--- config.mk ---
export PLATFORM = sky130hd
export DESIGN_NAME = ph_temperature_alarm_monitor_core
export DESIGN_NICKNAME = d
export VERILOG_FILES = /design/src/rtl/phtam_pkg.sv /design/src/rtl/ph_temperature_alarm_monitor_core.sv
export SDC_FILE = /design/constraint.sdc
export NUM_CORES = 2
export LEC_CHECK = 0
export ABC_AREA = 1
export BUFFER_PORTS_ARGS = -buffer_cell sky130_fd_sc_hd__buf_2
export CAP_MARGIN = 10
export CORE_MARGIN = 2
export CORE_UTILIZATION = 42
export DETAILED_ROUTE_END_ITERATION = 16
export HOLD_SLACK_MARGIN = 0.03
export MAX_ROUTING_LAYER = met4
export PLACE_DENSITY = 0.68
export SLEW_MARGIN = 40
export SYNTH_ARGS = -nofsm -noshare
export SYNTH_HDL_FRONTEND = slang
export SYNTH_SLANG_ARGS = --single-unit
--- constraint.sdc ---
create_clock -name clk_i -period 27.4 [get_ports clk_i]
set_clock_uncertainty 0.1 [all_clocks]
set_input_delay 4.11 -clock clk_i [delete_from_list [all_inputs] [get_ports clk_i]]
set_output_delay 4.11 -clock clk_i [all_outputs]
set_load 0.02 [all_outputs]
--- src/rtl/phtam_pkg.sv ---
// Shared types and constants for the pH and temperature alarm monitor.
// Holds the payload structs, register index codes and fixed alarm timing.
// No dependencies.
`default_nettype none

package phtam_pkg;

  // Converter sample width; the input beat carries the sample at this width.
  localparam int unsigned ADC_BITS   = 16;

  // Configuration port widths.
  localparam int unsigned CFG_IDX_W  = 3;
  localparam int unsigned CFG_DATA_W = 21;

  // pH scale in milli-pH.
  localparam int unsigned PH_MID     = 7000;
  localparam int unsigned PH_MAX     = 14000;

  // Buzzer cycle timing in milliseconds.
  localparam logic [31:0] TONE_MS    = 32'd6000;
  localparam logic [31:0] CYCLE_MS   = 32'd16000;
  localparam logic [31:0] TOGGLE_MS  = 32'd1000;

  // Temperature code reported by a disconnected sensor (-127.0 C).
  localparam logic signed [11:0] TEMP_FAULT = -12'sd2032;

  // Register indexes on the configuration port.
  typedef enum logic [CFG_IDX_W-1:0] {
    CFG_PH7_CODE = 3'd0,
    CFG_PH_SLOPE = 3'd1,
    CFG_MIN_PH   = 3'd2,
    CFG_MAX_PH   = 3'd3,
    CFG_MIN_TEMP = 3'd4,
    CFG_MAX_TEMP = 3'd5
  } cfg_reg_e;

  // One input sample.
  typedef struct packed {
    logic        [31:0]         now_ms;
    logic signed [ADC_BITS-1:0] adc_code;
    logic signed [11:0]         temp_sixteenths;
  } in_item_t;

  // One result.
  typedef struct packed {
    logic [13:0] ph_milli;
    logic        ph_unsafe;
    logic        buzzer_on;
    logic        led_red;
    logic        led_green;
    logic        led_blue;
    logic        sensor_fault;
  } out_item_t;

endpackage

`default_nettype wire

--- src/rtl/ph_temperature_alarm_monitor_core.sv ---
// pH and temperature alarm monitor, top level.
// Depends on phtam_pkg for the payload structs, register codes and timing.
//
// The block takes one sample per clock while the input is not stalled, and
// returns one result per sample, in order. The accepted sample beat goes into
// the input register, and its result then loads into the result register
// whenever the output is not stalled. Between the input register and the result register
// one combinational pass forms the signed product of the calibrated ADC offset
// and the Q16 slope (one multiplier), turns it into saturated milli-pH, checks
// the window, runs the buzzer cycle state and picks the LEDs. A stalled output
// only holds up the input once both registers are full, so the input keeps
// taking beats while a bubble remains. Configuration writes are always
// accepted and take effect on the next sample.
`default_nettype none

module ph_temperature_alarm_monitor_core (
  input  wire logic                          clk_i,
  input  wire logic                          rst_ni,
  // Sample channel.
  input  wire logic                          in_valid_i,
  output      logic                          in_stall_o,
  input  wire phtam_pkg::in_item_t           in_item_i,
  // Result channel.
  output      logic                          out_valid_o,
  input  wire logic                          out_stall_i,
  output      phtam_pkg::out_item_t          out_item_o,
  // Configuration write channel.
  input  wire logic                          cfg_valid_i,
  output      logic                          cfg_ready_o,
  input  wire logic [phtam_pkg::CFG_IDX_W-1:0]  cfg_index_i,
  input  wire logic [phtam_pkg::CFG_DATA_W-1:0] cfg_data_i
);

  import phtam_pkg::*;

  localparam int unsigned DIFF_W = ((ADC_BITS > 16) ? ADC_BITS : 16) + 1;
  localparam int unsigned PROD_W = DIFF_W + CFG_DATA_W;
  localparam int unsigned Q_W    = PROD_W - 16;

  typedef struct packed {
    logic red;
    logic green;
    logic blue;
    logic fault;
  } leds_t;

  // Configuration registers.
  logic        [14:0] ph7_code_q;
  logic signed [20:0] ph_slope_q;
  logic        [13:0] min_ph_q;
  logic        [13:0] max_ph_q;
  logic signed [11:0] min_temp_q;
  logic signed [11:0] max_temp_q;

  // Input and result registers.
  logic                     a_valid_q;
  in_item_t                 a_item_q;
  logic                     out_valid_q;
  out_item_t                out_item_q;

  // Buzzer cycle state.
  logic        alarm_q, alarm_d;
  logic [31:0] cycle_start_q, cycle_start_d;
  logic [31:0] last_toggle_q, last_toggle_d;
  logic        phase_q, phase_d;
  logic        buzz_q, buzz_d;

  logic load_a, load_c;
  logic en_c;

  // Register enables: a register loads when it is empty or its content moves on.
  assign en_c   = !out_valid_q || !out_stall_i;
  assign load_a = !a_valid_q || en_c;
  assign load_c = en_c;

  assign in_stall_o  = !load_a;
  assign out_valid_o = out_valid_q;
  assign out_item_o  = out_item_q;
  assign cfg_ready_o = 1'b1;

  // Configuration register writes; unknown indexes are dropped.
  always_ff @(posedge clk_i or negedge rst_ni) begin
    if (!rst_ni) begin
      ph7_code_q <= 15'd15000;
      ph_slope_q <= -21'sd47489;
      min_ph_q   <= 14'd6000;
      max_ph_q   <= 14'd8500;
      min_temp_q <= 12'sd320;
      max_temp_q <= 12'sd400;
    end else if (cfg_valid_i) begin
      case (cfg_reg_e'(cfg_index_i))
        CFG_PH7_CODE: ph7_code_q <= cfg_data_i[14:0];
        CFG_PH_SLOPE: ph_slope_q <= $signed(cfg_data_i);
        CFG_MIN_PH:   min_ph_q   <= cfg_data_i[13:0];
        CFG_MAX_PH:   max_ph_q   <= cfg_data_i[13:0];
        CFG_MIN_TEMP: min_temp_q <= $signed(cfg_data_i[11:0]);
        CFG_MAX_TEMP: max_temp_q <= $signed(cfg_data_i[11:0]);
        default: ;
      endcase
    end
  end

  // Input register: capture the sample beat.
  always_ff @(posedge clk_i or negedge rst_ni) begin
    if (!rst_ni) begin
      a_valid_q <= 1'b0;
    end else if (load_a) begin
      a_valid_q <= in_valid_i;
    end
  end

  always_ff @(posedge clk_i) begin
    if (load_a && in_valid_i) begin
      a_item_q <= in_item_i;
    end
  end

  // Calibrated offset times slope, and the LED choice.
  logic signed [DIFF_W-1:0] diff;
  logic signed [PROD_W-1:0] prod;
  leds_t                    leds;

  always_comb begin
    diff = $signed({{(DIFF_W-ADC_BITS){a_item_q.adc_code[ADC_BITS-1]}}, a_item_q.adc_code})
         - $signed({{(DIFF_W-15){1'b0}}, ph7_code_q});
    prod = diff * ph_slope_q;

    leds = '0;
    if (a_item_q.temp_sixteenths == TEMP_FAULT) begin
      leds.fault = 1'b1;
    end else if (a_item_q.temp_sixteenths < min_temp_q) begin
      leds.blue = 1'b1;
    end else if (a_item_q.temp_sixteenths > max_temp_q) begin
      leds.red = 1'b1;
    end else begin
      leds.green = 1'b1;
    end
  end

  // Floor shift, offset, saturation and the window check.
  logic signed [Q_W-1:0] q_val;
  logic signed [Q_W:0]   ph_sum;
  logic        [13:0]    ph_milli;
  logic                  unsafe;

  always_comb begin
    q_val  = prod[PROD_W-1:16];
    ph_sum = $signed({q_val[Q_W-1], q_val}) + $signed((Q_W+1)'(PH_MID));
    if (ph_sum < 0) begin
      ph_milli = '0;
    end else if (ph_sum > $signed((Q_W+1)'(PH_MAX))) begin
      ph_milli = 14'(PH_MAX);
    end else begin
      ph_milli = ph_sum[13:0];
    end
    unsafe = (ph_milli < min_ph_q) || (ph_milli > max_ph_q);
  end

  // Buzzer cycle: tone phase with one-second toggles, then a silent rest.
  logic [31:0] elapsed;

  always_comb begin
    alarm_d       = alarm_q;
    cycle_start_d = cycle_start_q;
    last_toggle_d = last_toggle_q;
    phase_d       = phase_q;
    buzz_d        = buzz_q;
    elapsed       = '0;
    if (!unsafe) begin
      alarm_d = 1'b0;
      buzz_d  = 1'b0;
    end else begin
      if (!alarm_q) begin
        alarm_d       = 1'b1;
        cycle_start_d = a_item_q.now_ms;
        last_toggle_d = a_item_q.now_ms;
        phase_d       = 1'b1;
        buzz_d        = 1'b1;
      end
      elapsed = a_item_q.now_ms - cycle_start_d;
      if (elapsed <= TONE_MS) begin
        if ((a_item_q.now_ms - last_toggle_d) >= TOGGLE_MS) begin
          phase_d       = !phase_d;
          buzz_d        = phase_d;
          last_toggle_d = a_item_q.now_ms;
        end
      end else if (elapsed <= CYCLE_MS) begin
        buzz_d = 1'b0;
      end else begin
        alarm_d = 1'b0;
      end
    end
  end

  // Result register and buzzer state advance together, one beat at a time.
  always_ff @(posedge clk_i or negedge rst_ni) begin
    if (!rst_ni) begin
      out_valid_q   <= 1'b0;
      alarm_q       <= 1'b0;
      cycle_start_q <= '0;
      last_toggle_q <= '0;
      phase_q       <= 1'b0;
      buzz_q        <= 1'b0;
    end else if (load_c) begin
      out_valid_q <= a_valid_q;
      if (a_valid_q) begin
        alarm_q       <= alarm_d;
        cycle_start_q <= cycle_start_d;
        last_toggle_q <= last_toggle_d;
        phase_q       <= phase_d;
        buzz_q        <= buzz_d;
      end
    end
  end

  always_ff @(posedge clk_i) begin
    if (load_c && a_valid_q) begin
      out_item_q.ph_milli     <= ph_milli;
      out_item_q.ph_unsafe    <= unsafe;
      out_item_q.buzzer_on    <= buzz_d;
      out_item_q.led_red      <= leds.red;
      out_item_q.led_green    <= leds.green;
      out_item_q.led_blue     <= leds.blue;
      out_item_q.sensor_fault <= leds.fault;
    end
  end

  // Checks on the result and the buzzer state.
  a_ph_range: assert property (@(posedge clk_i) disable iff (!rst_ni)
    out_valid_o |-> (out_item_o.ph_milli <= 14'(PH_MAX)))
    else $error("pH result outside the saturation range");

  a_led_onehot: assert property (@(posedge clk_i) disable iff (!rst_ni)
    out_valid_o |-> $onehot({out_item_o.led_red, out_item_o.led_green,
                             out_item_o.led_blue, out_item_o.sensor_fault}))
    else $error("LED outputs are not exactly one of red, green, blue or fault");

  a_safe_quiet: assert property (@(posedge clk_i) disable iff (!rst_ni)
    (out_valid_o && !out_item_o.ph_unsafe) |-> !out_item_o.buzzer_on)
    else $error("buzzer on with a safe pH");

  a_state_hold: assert property (@(posedge clk_i) disable iff (!rst_ni)
    !(load_c && a_valid_q) |=> ($stable(alarm_q) && $stable(buzz_q) && $stable(phase_q)))
    else $error("buzzer state changed without a sample moving to the output");

  a_buzz_matches: assert property (@(posedge clk_i) disable iff (!rst_ni)
    (load_c && a_valid_q) |=> (out_item_q.buzzer_on == buzz_q))
    else $error("result buzzer level differs from the buzzer state");

endmodule

`default_nettype wire
# == Yosys cells after proc, flatten, opt, wreduce, memory -nomap -nowiden ==
# Index checks and enable logic that the tools add are counted.
# op_classes
n_addsub,4
n_mul,1
n_lt_le_gt_ge,9
n_eq_ne,6
muxes,24
reduce_logical,20
# op_table
operator,count
2-to-1 mux 32 bit,6
subtractor 32 bit,2
multiplier 17 x 21 -> 38 bit,1
>= comparator 32 x 10 -> 1 bit (second input constant),1
<= comparator 32 x 13 -> 1 bit (second input constant),1
<= comparator 32 x 14 -> 1 bit (second input constant),1
2-to-1 mux 14 bit,2
adder 22 x 14 -> 23 bit (second input constant),1
greater-than comparator 23 x 15 -> 1 bit (second input constant),1
< comparator 23 x 1 -> 1 bit (second input constant),1
subtractor 16 x 16 -> 17 bit,1
2-to-1 mux 1 bit,16
greater-than comparator 14 bit,1
< comparator 14 bit,1
AND reduction 2 bit,7
== test 12 bit (second input constant),1
greater-than comparator 12 bit,1
< comparator 12 bit,1
== test 3 x 2 -> 1 bit (second input constant),2
== test 3 bit (second input constant),2
logical NOT 1 bit,5
== test 3 x 1 -> 1 bit (second input constant),1
logical NOT 3 bit,1
logical OR 1 bit,3
3 further kinds,4
# totals
regBits,237
input_bits,89

# == Longest topological paths before layout ==
# logic_depth
ltp_word,14
depth_mapped,77

# == Least setup slack after synthesis ==
# No wires, ideal clock.
# synth_timing
kind,reg-to-reg
start,register ph7_code_q[0]
end,register cycle_start_q[14]
t_arrival_ps,11118
t_required_ps,27179
slack_ps,16061
stages_incl_launch_ff,69
path_buffers,3
synth_period_minus_slack_ps,11339
path_cell_list,dfrtp_1 ha_1 fa_1 inv_1 a21oi_1 o21ai_0 a21oi_1 o21ai_0 nand2_1 nand2_1 a21oi_1 or2_2 nand2_1 a21oi_1 or2_2 nand2_1 a21oi_1 inv_1 (+33 left out) nor2_1 nand3_1 nand2_1 nand2_1 inv_1 nand2_1 nand2_1 inv_1 ha_1 nand2_1 nor3_1 nand3_1 o31ai_1 nand2_4 buf_6 buf_2 nand3_1 nand2_1
# synth_between
elab_chain_cells,9
# synth_lines
item,line,text
from (decl),ph_temperature_alarm_monitor_core.sv:48,logic [14:0] ph7_code_q;
from (signal assigned),ph_temperature_alarm_monitor_core.sv:92,CFG_PH7_CODE: ph7_code_q <= cfg_data_i[14:0];
subtractor 16 x 16 -> 17 bit (*),ph_temperature_alarm_monitor_core.sv:125,"- $signed({{(DIFF_W-15){1'b0}}, ph7_code_q});"
multiplier 17 x 21 -> 38 bit (*),ph_temperature_alarm_monitor_core.sv:126,prod = diff * ph_slope_q;
adder 22 x 14 -> 23 bit (*),ph_temperature_alarm_monitor_core.sv:148,"ph_sum = $signed({q_val[Q_W-1], q_val}) + $signed((Q_W+1)'(PH_MID));"
greater-than comparator 23 x 15 -> 1 bit,ph_temperature_alarm_monitor_core.sv:151,end else if (ph_sum > $signed((Q_W+1)'(PH_MAX))) begin
2-to-1 mux 14 bit,ph_temperature_alarm_monitor_core.sv:151,
2-to-1 mux 14 bit (*),ph_temperature_alarm_monitor_core.sv:149,if (ph_sum < 0) begin
named net ph_milli[9],ph_temperature_alarm_monitor_core.sv:143,logic [13:0] ph_milli;
< comparator 14 bit or greater-than comparator 14 bit (tied branches),ph_temperature_alarm_monitor_core.sv:156,unsafe = (ph_milli < min_ph_q) || (ph_milli > max_ph_q);
logical OR 1 bit (*),ph_temperature_alarm_monitor_core.sv:156,
AND reduction 3 bit (no line) (*),n/a,
to (signal assigned),ph_temperature_alarm_monitor_core.sv:208,cycle_start_q <= cycle_start_d;
to (decl),ph_temperature_alarm_monitor_core.sv:63,"logic [31:0] cycle_start_q, cycle_start_d;"
# The timed path passes the listed nets; every way through them passes the cells marked *.
# A chain may end at the register's enable or synchronous reset.

# == Worst setup path in the final report ==
# layout_timing
start,register ph7_code_q[2]
end,register cycle_start_q[3]
# Same word-level chain as after synthesis.

==> impl_metrics.json <==
{
  "final_cells": 4750,
  "area_growth_pct": 7.660,
  "regToRegSetupSlack_ns": 13.98,
  "max_stage_delay_ns": 0.65,
  "cts.path.max_buffers": 3,
  "drt-pass1-iter-count": 6,
  "r2r_cells": 64,
  "min_period_ns": 13.42,
  "worst_path_max_delay_cell": "o31ai_1",
  "max_slew.worst_pin.slew_ns": 0.7877,
  "hp-class": "flop to flop",
  "tns_ns": 0,
  "ys_types": 55,
  "cp-start-kind": "flop",
  "max_slew_margin_pct": 47.49,
  "drive_above_1_share_pct": 8.174,
  "register_area_um2": 6381,
  "core-area_um2": 68710,
  "final_cell_mix": "863 x nand2_1, 739 x inv_1, 357 x fa_1, 336 x nor2_1, 217 x ha_1",
  "grt_usage_pct": 23.42,
  "rsz0062_at_grt": "no",
  "r2r-end": "cycle_start_q[3]",
  "cp.depth": 64,
  "crit_family": "simple AND/OR/NAND/NOR gates",
  "crit_type": "flop to flop",
  "syn_area_um2": 29190,
  "hpwl_um": 63310,
  "worst-path-buf-inv": 8,
  "wl_per_cell_um": 16.67,
  "io_buffers": 110,
  "worstSetupStartpoint": "ph7_code_q[2]",
  "fillers": 6886,
  "fp.dieW_um": 267.6,
  "drc": 0,
  "holdWs_ns": 0.3754,
  "floorplan.initialDensity_pct": 42.49,
  "via_count": 24210,
  "multi_input_area_um2": 19480,
  "ys_warn_count": 0,
  "crit_fanout": 69,
  "crit_end": "cycle_start_q[3]",
  "max_freq_mhz": 74.54,
  "grt_pass1_vias": 24060,
  "ant_nets": 0,
  "die-area_um2": 71630,
  "required_ns": 27.77,
  "avgSynthCellArea_um2": 7.782,
  "cts_hold_buf": 0,
  "cts.clk_slew.worst_paths_ns": 0.06,
  "finalNetCount": 4462,
  "wl_um": 79200,
  "final_common_cell": "nand2_1",
  "cts_buffers": 25,
  "setup_violations": 0,
  "maxSlewViolCount": 0,
  "cts_resized": 0,
  "critPathMostFrequentCell": "nand2_1",
  "cts_tree": "built",
  "maxCapViolations": 0,
  "first_iter_violations": 2051,
  "dp_cells": 4703,
  "pin_count": 112,
  "netlist_instances": 3751,
  "grt_pass1_wl_um": 128900,
  "status": "finished, final reports clean",
  "hold_violations": 0,
  "synth_nets": 4414,
  "stdcell_area_um2": 31430,
  "cts.sinks": 237,
  "worst_setup_path_end_kind": "flop",
  "synth-edff-count": 80,
  "r2r_start": "ph7_code_q[2]",
  "grt_max_degree": 70,
  "gr-total-overflow": 0,
  "cp_data_arrival_time_ns": 13.79,
  "fin_crit_sh_pct": 48.96,
  "viasPerCell": 5.098,
  "synth_ff_type": "dfrtp_1",
  "die_h_um": 267.6,
  "insertion_delay_ns": 0.55,
  "synthArstFlopShare_pct": 66.24,
  "dpl-instance-area_um2": 30570,
  "post_cts_buffers": 0,
  "place.gp.congestion": 0.9875,
  "synth_seq_cells": 237,
  "antenna_found_initial": 2,
  "yosysSeqAreaShare_pct": 21.86,
  "cts_max_level": 1,
  "clock-root-buffer": "clkbuf_16",
  "fp-row-count": 96
}
[routing by layer]
layer	track usage, %	vias to the layer above	wire length (um)
met1	32.01	11550	35150
met3	3.540	129	6158
met4	6.191	0	2210
met2	36.40	858	35690
li1	-	11680	-
met5	-	-	0
[kinds of logic (layout without fill, tap and decap cells)]
family	Yosys count	count (layout)	share of synthesized area, %
adders and majority gates	574	574	33.78
buffers and inverters	868	934	11.59
AOI/OAI and AO/OA	492	492	9.087
other	1	3	0.01285
DFF	237	237	21.86
and+or+nand+nor	1504	1504	21.42
xor gates and xnor gates	75	75	2.250
[through the flow]
stage | worst slack [ns] | util, %
2_1_floorplan | 16.06 | -
3_3_place_gp | 13.64 | 44.45
3_5_place_dp | 13.80 | 44.49
4_1_cts | 13.77 | 45.71
5_1_grt | 12.84 | 45.74
6_report | 13.98 | 45.74
[final cells by class]
type,instances,share of cell area [%]
inverter,762,9.109
sequential,237,20.30
antenna,2,0.01593
clock buffer,33,2.186
multi-input combinational,2646,62.00
timing repair buffer,127,2.202
clock inverter,12,0.4778
tap,931,3.707
[worst min path at each step]
stage / from / endpoint / slack [ns] / cells past startpoint
2_1_floorplan: a_valid_q / out_valid_o / 0.33 / 2
3_3_place_gp: last_toggle_q[8] / last_toggle_q[8] / 0.35 / 2
3_5_place_dp: last_toggle_q[11] / last_toggle_q[11] / 0.36 / 2
4_1_cts: last_toggle_q[11] / last_toggle_q[11] / 0.38 / 2
5_1_grt: cycle_start_q[12] / cycle_start_q[12] / 0.39 / 2
6_report: last_toggle_q[9] / last_toggle_q[9] / 0.38 / 2
[registers in the layout (all words and copies together), names as in the netlist, 14 cells and up]
register / count
a_item_q: 60
cycle_start_q: 32
last_toggle_q: 32
ph_slope_q: 21
out_item_o: 20
ph7_code_q: 15
max_ph_q: 14
min_ph_q: 14
[tightest hold or removal path: cells and delay by family (launching register included)]
kind,cells,cell delay (ns)
and+or+nand+nor,2,0.10
DFF,1,0.35
[Yosys cell counts (9+ instances only)]
cell / instances / area, um^2
inv_1: 740 / 2778
nand3_1: 138 / 690.7
nand2_1: 866 / 3251
nand4_1: 28 / 175.2
nor2_1: 337 / 1265
o21bai_1: 11 / 82.58
a21oi_1: 206 / 1031
dfrtp_1: 118 / 2953
fa_1: 357 / 7147
inv_2: 9 / 33.78
nor4_1: 10 / 62.56
clkbuf_1: 80 / 300.3
nor3_1: 20 / 100.1
xor2_1: 40 / 350.3
o21ai_0: 200 / 1001
buf_2: 12 / 60.06
or2_2: 19 / 118.9
dfstp_2: 39 / 1025
nand2_2: 54 / 337.8
ha_1: 217 / 2715
o21ai_1: 14 / 70.07
edfxtp_1: 80 / 2402
nand3b_1: 10 / 75.07
o21a_1: 11 / 82.58
xnor2_1: 35 / 306.5
clkinv_1: 13 / 48.80
Power is not shown: default switching activity piles up to over one toggle a cycle in this logic, so the estimate is an artifact.
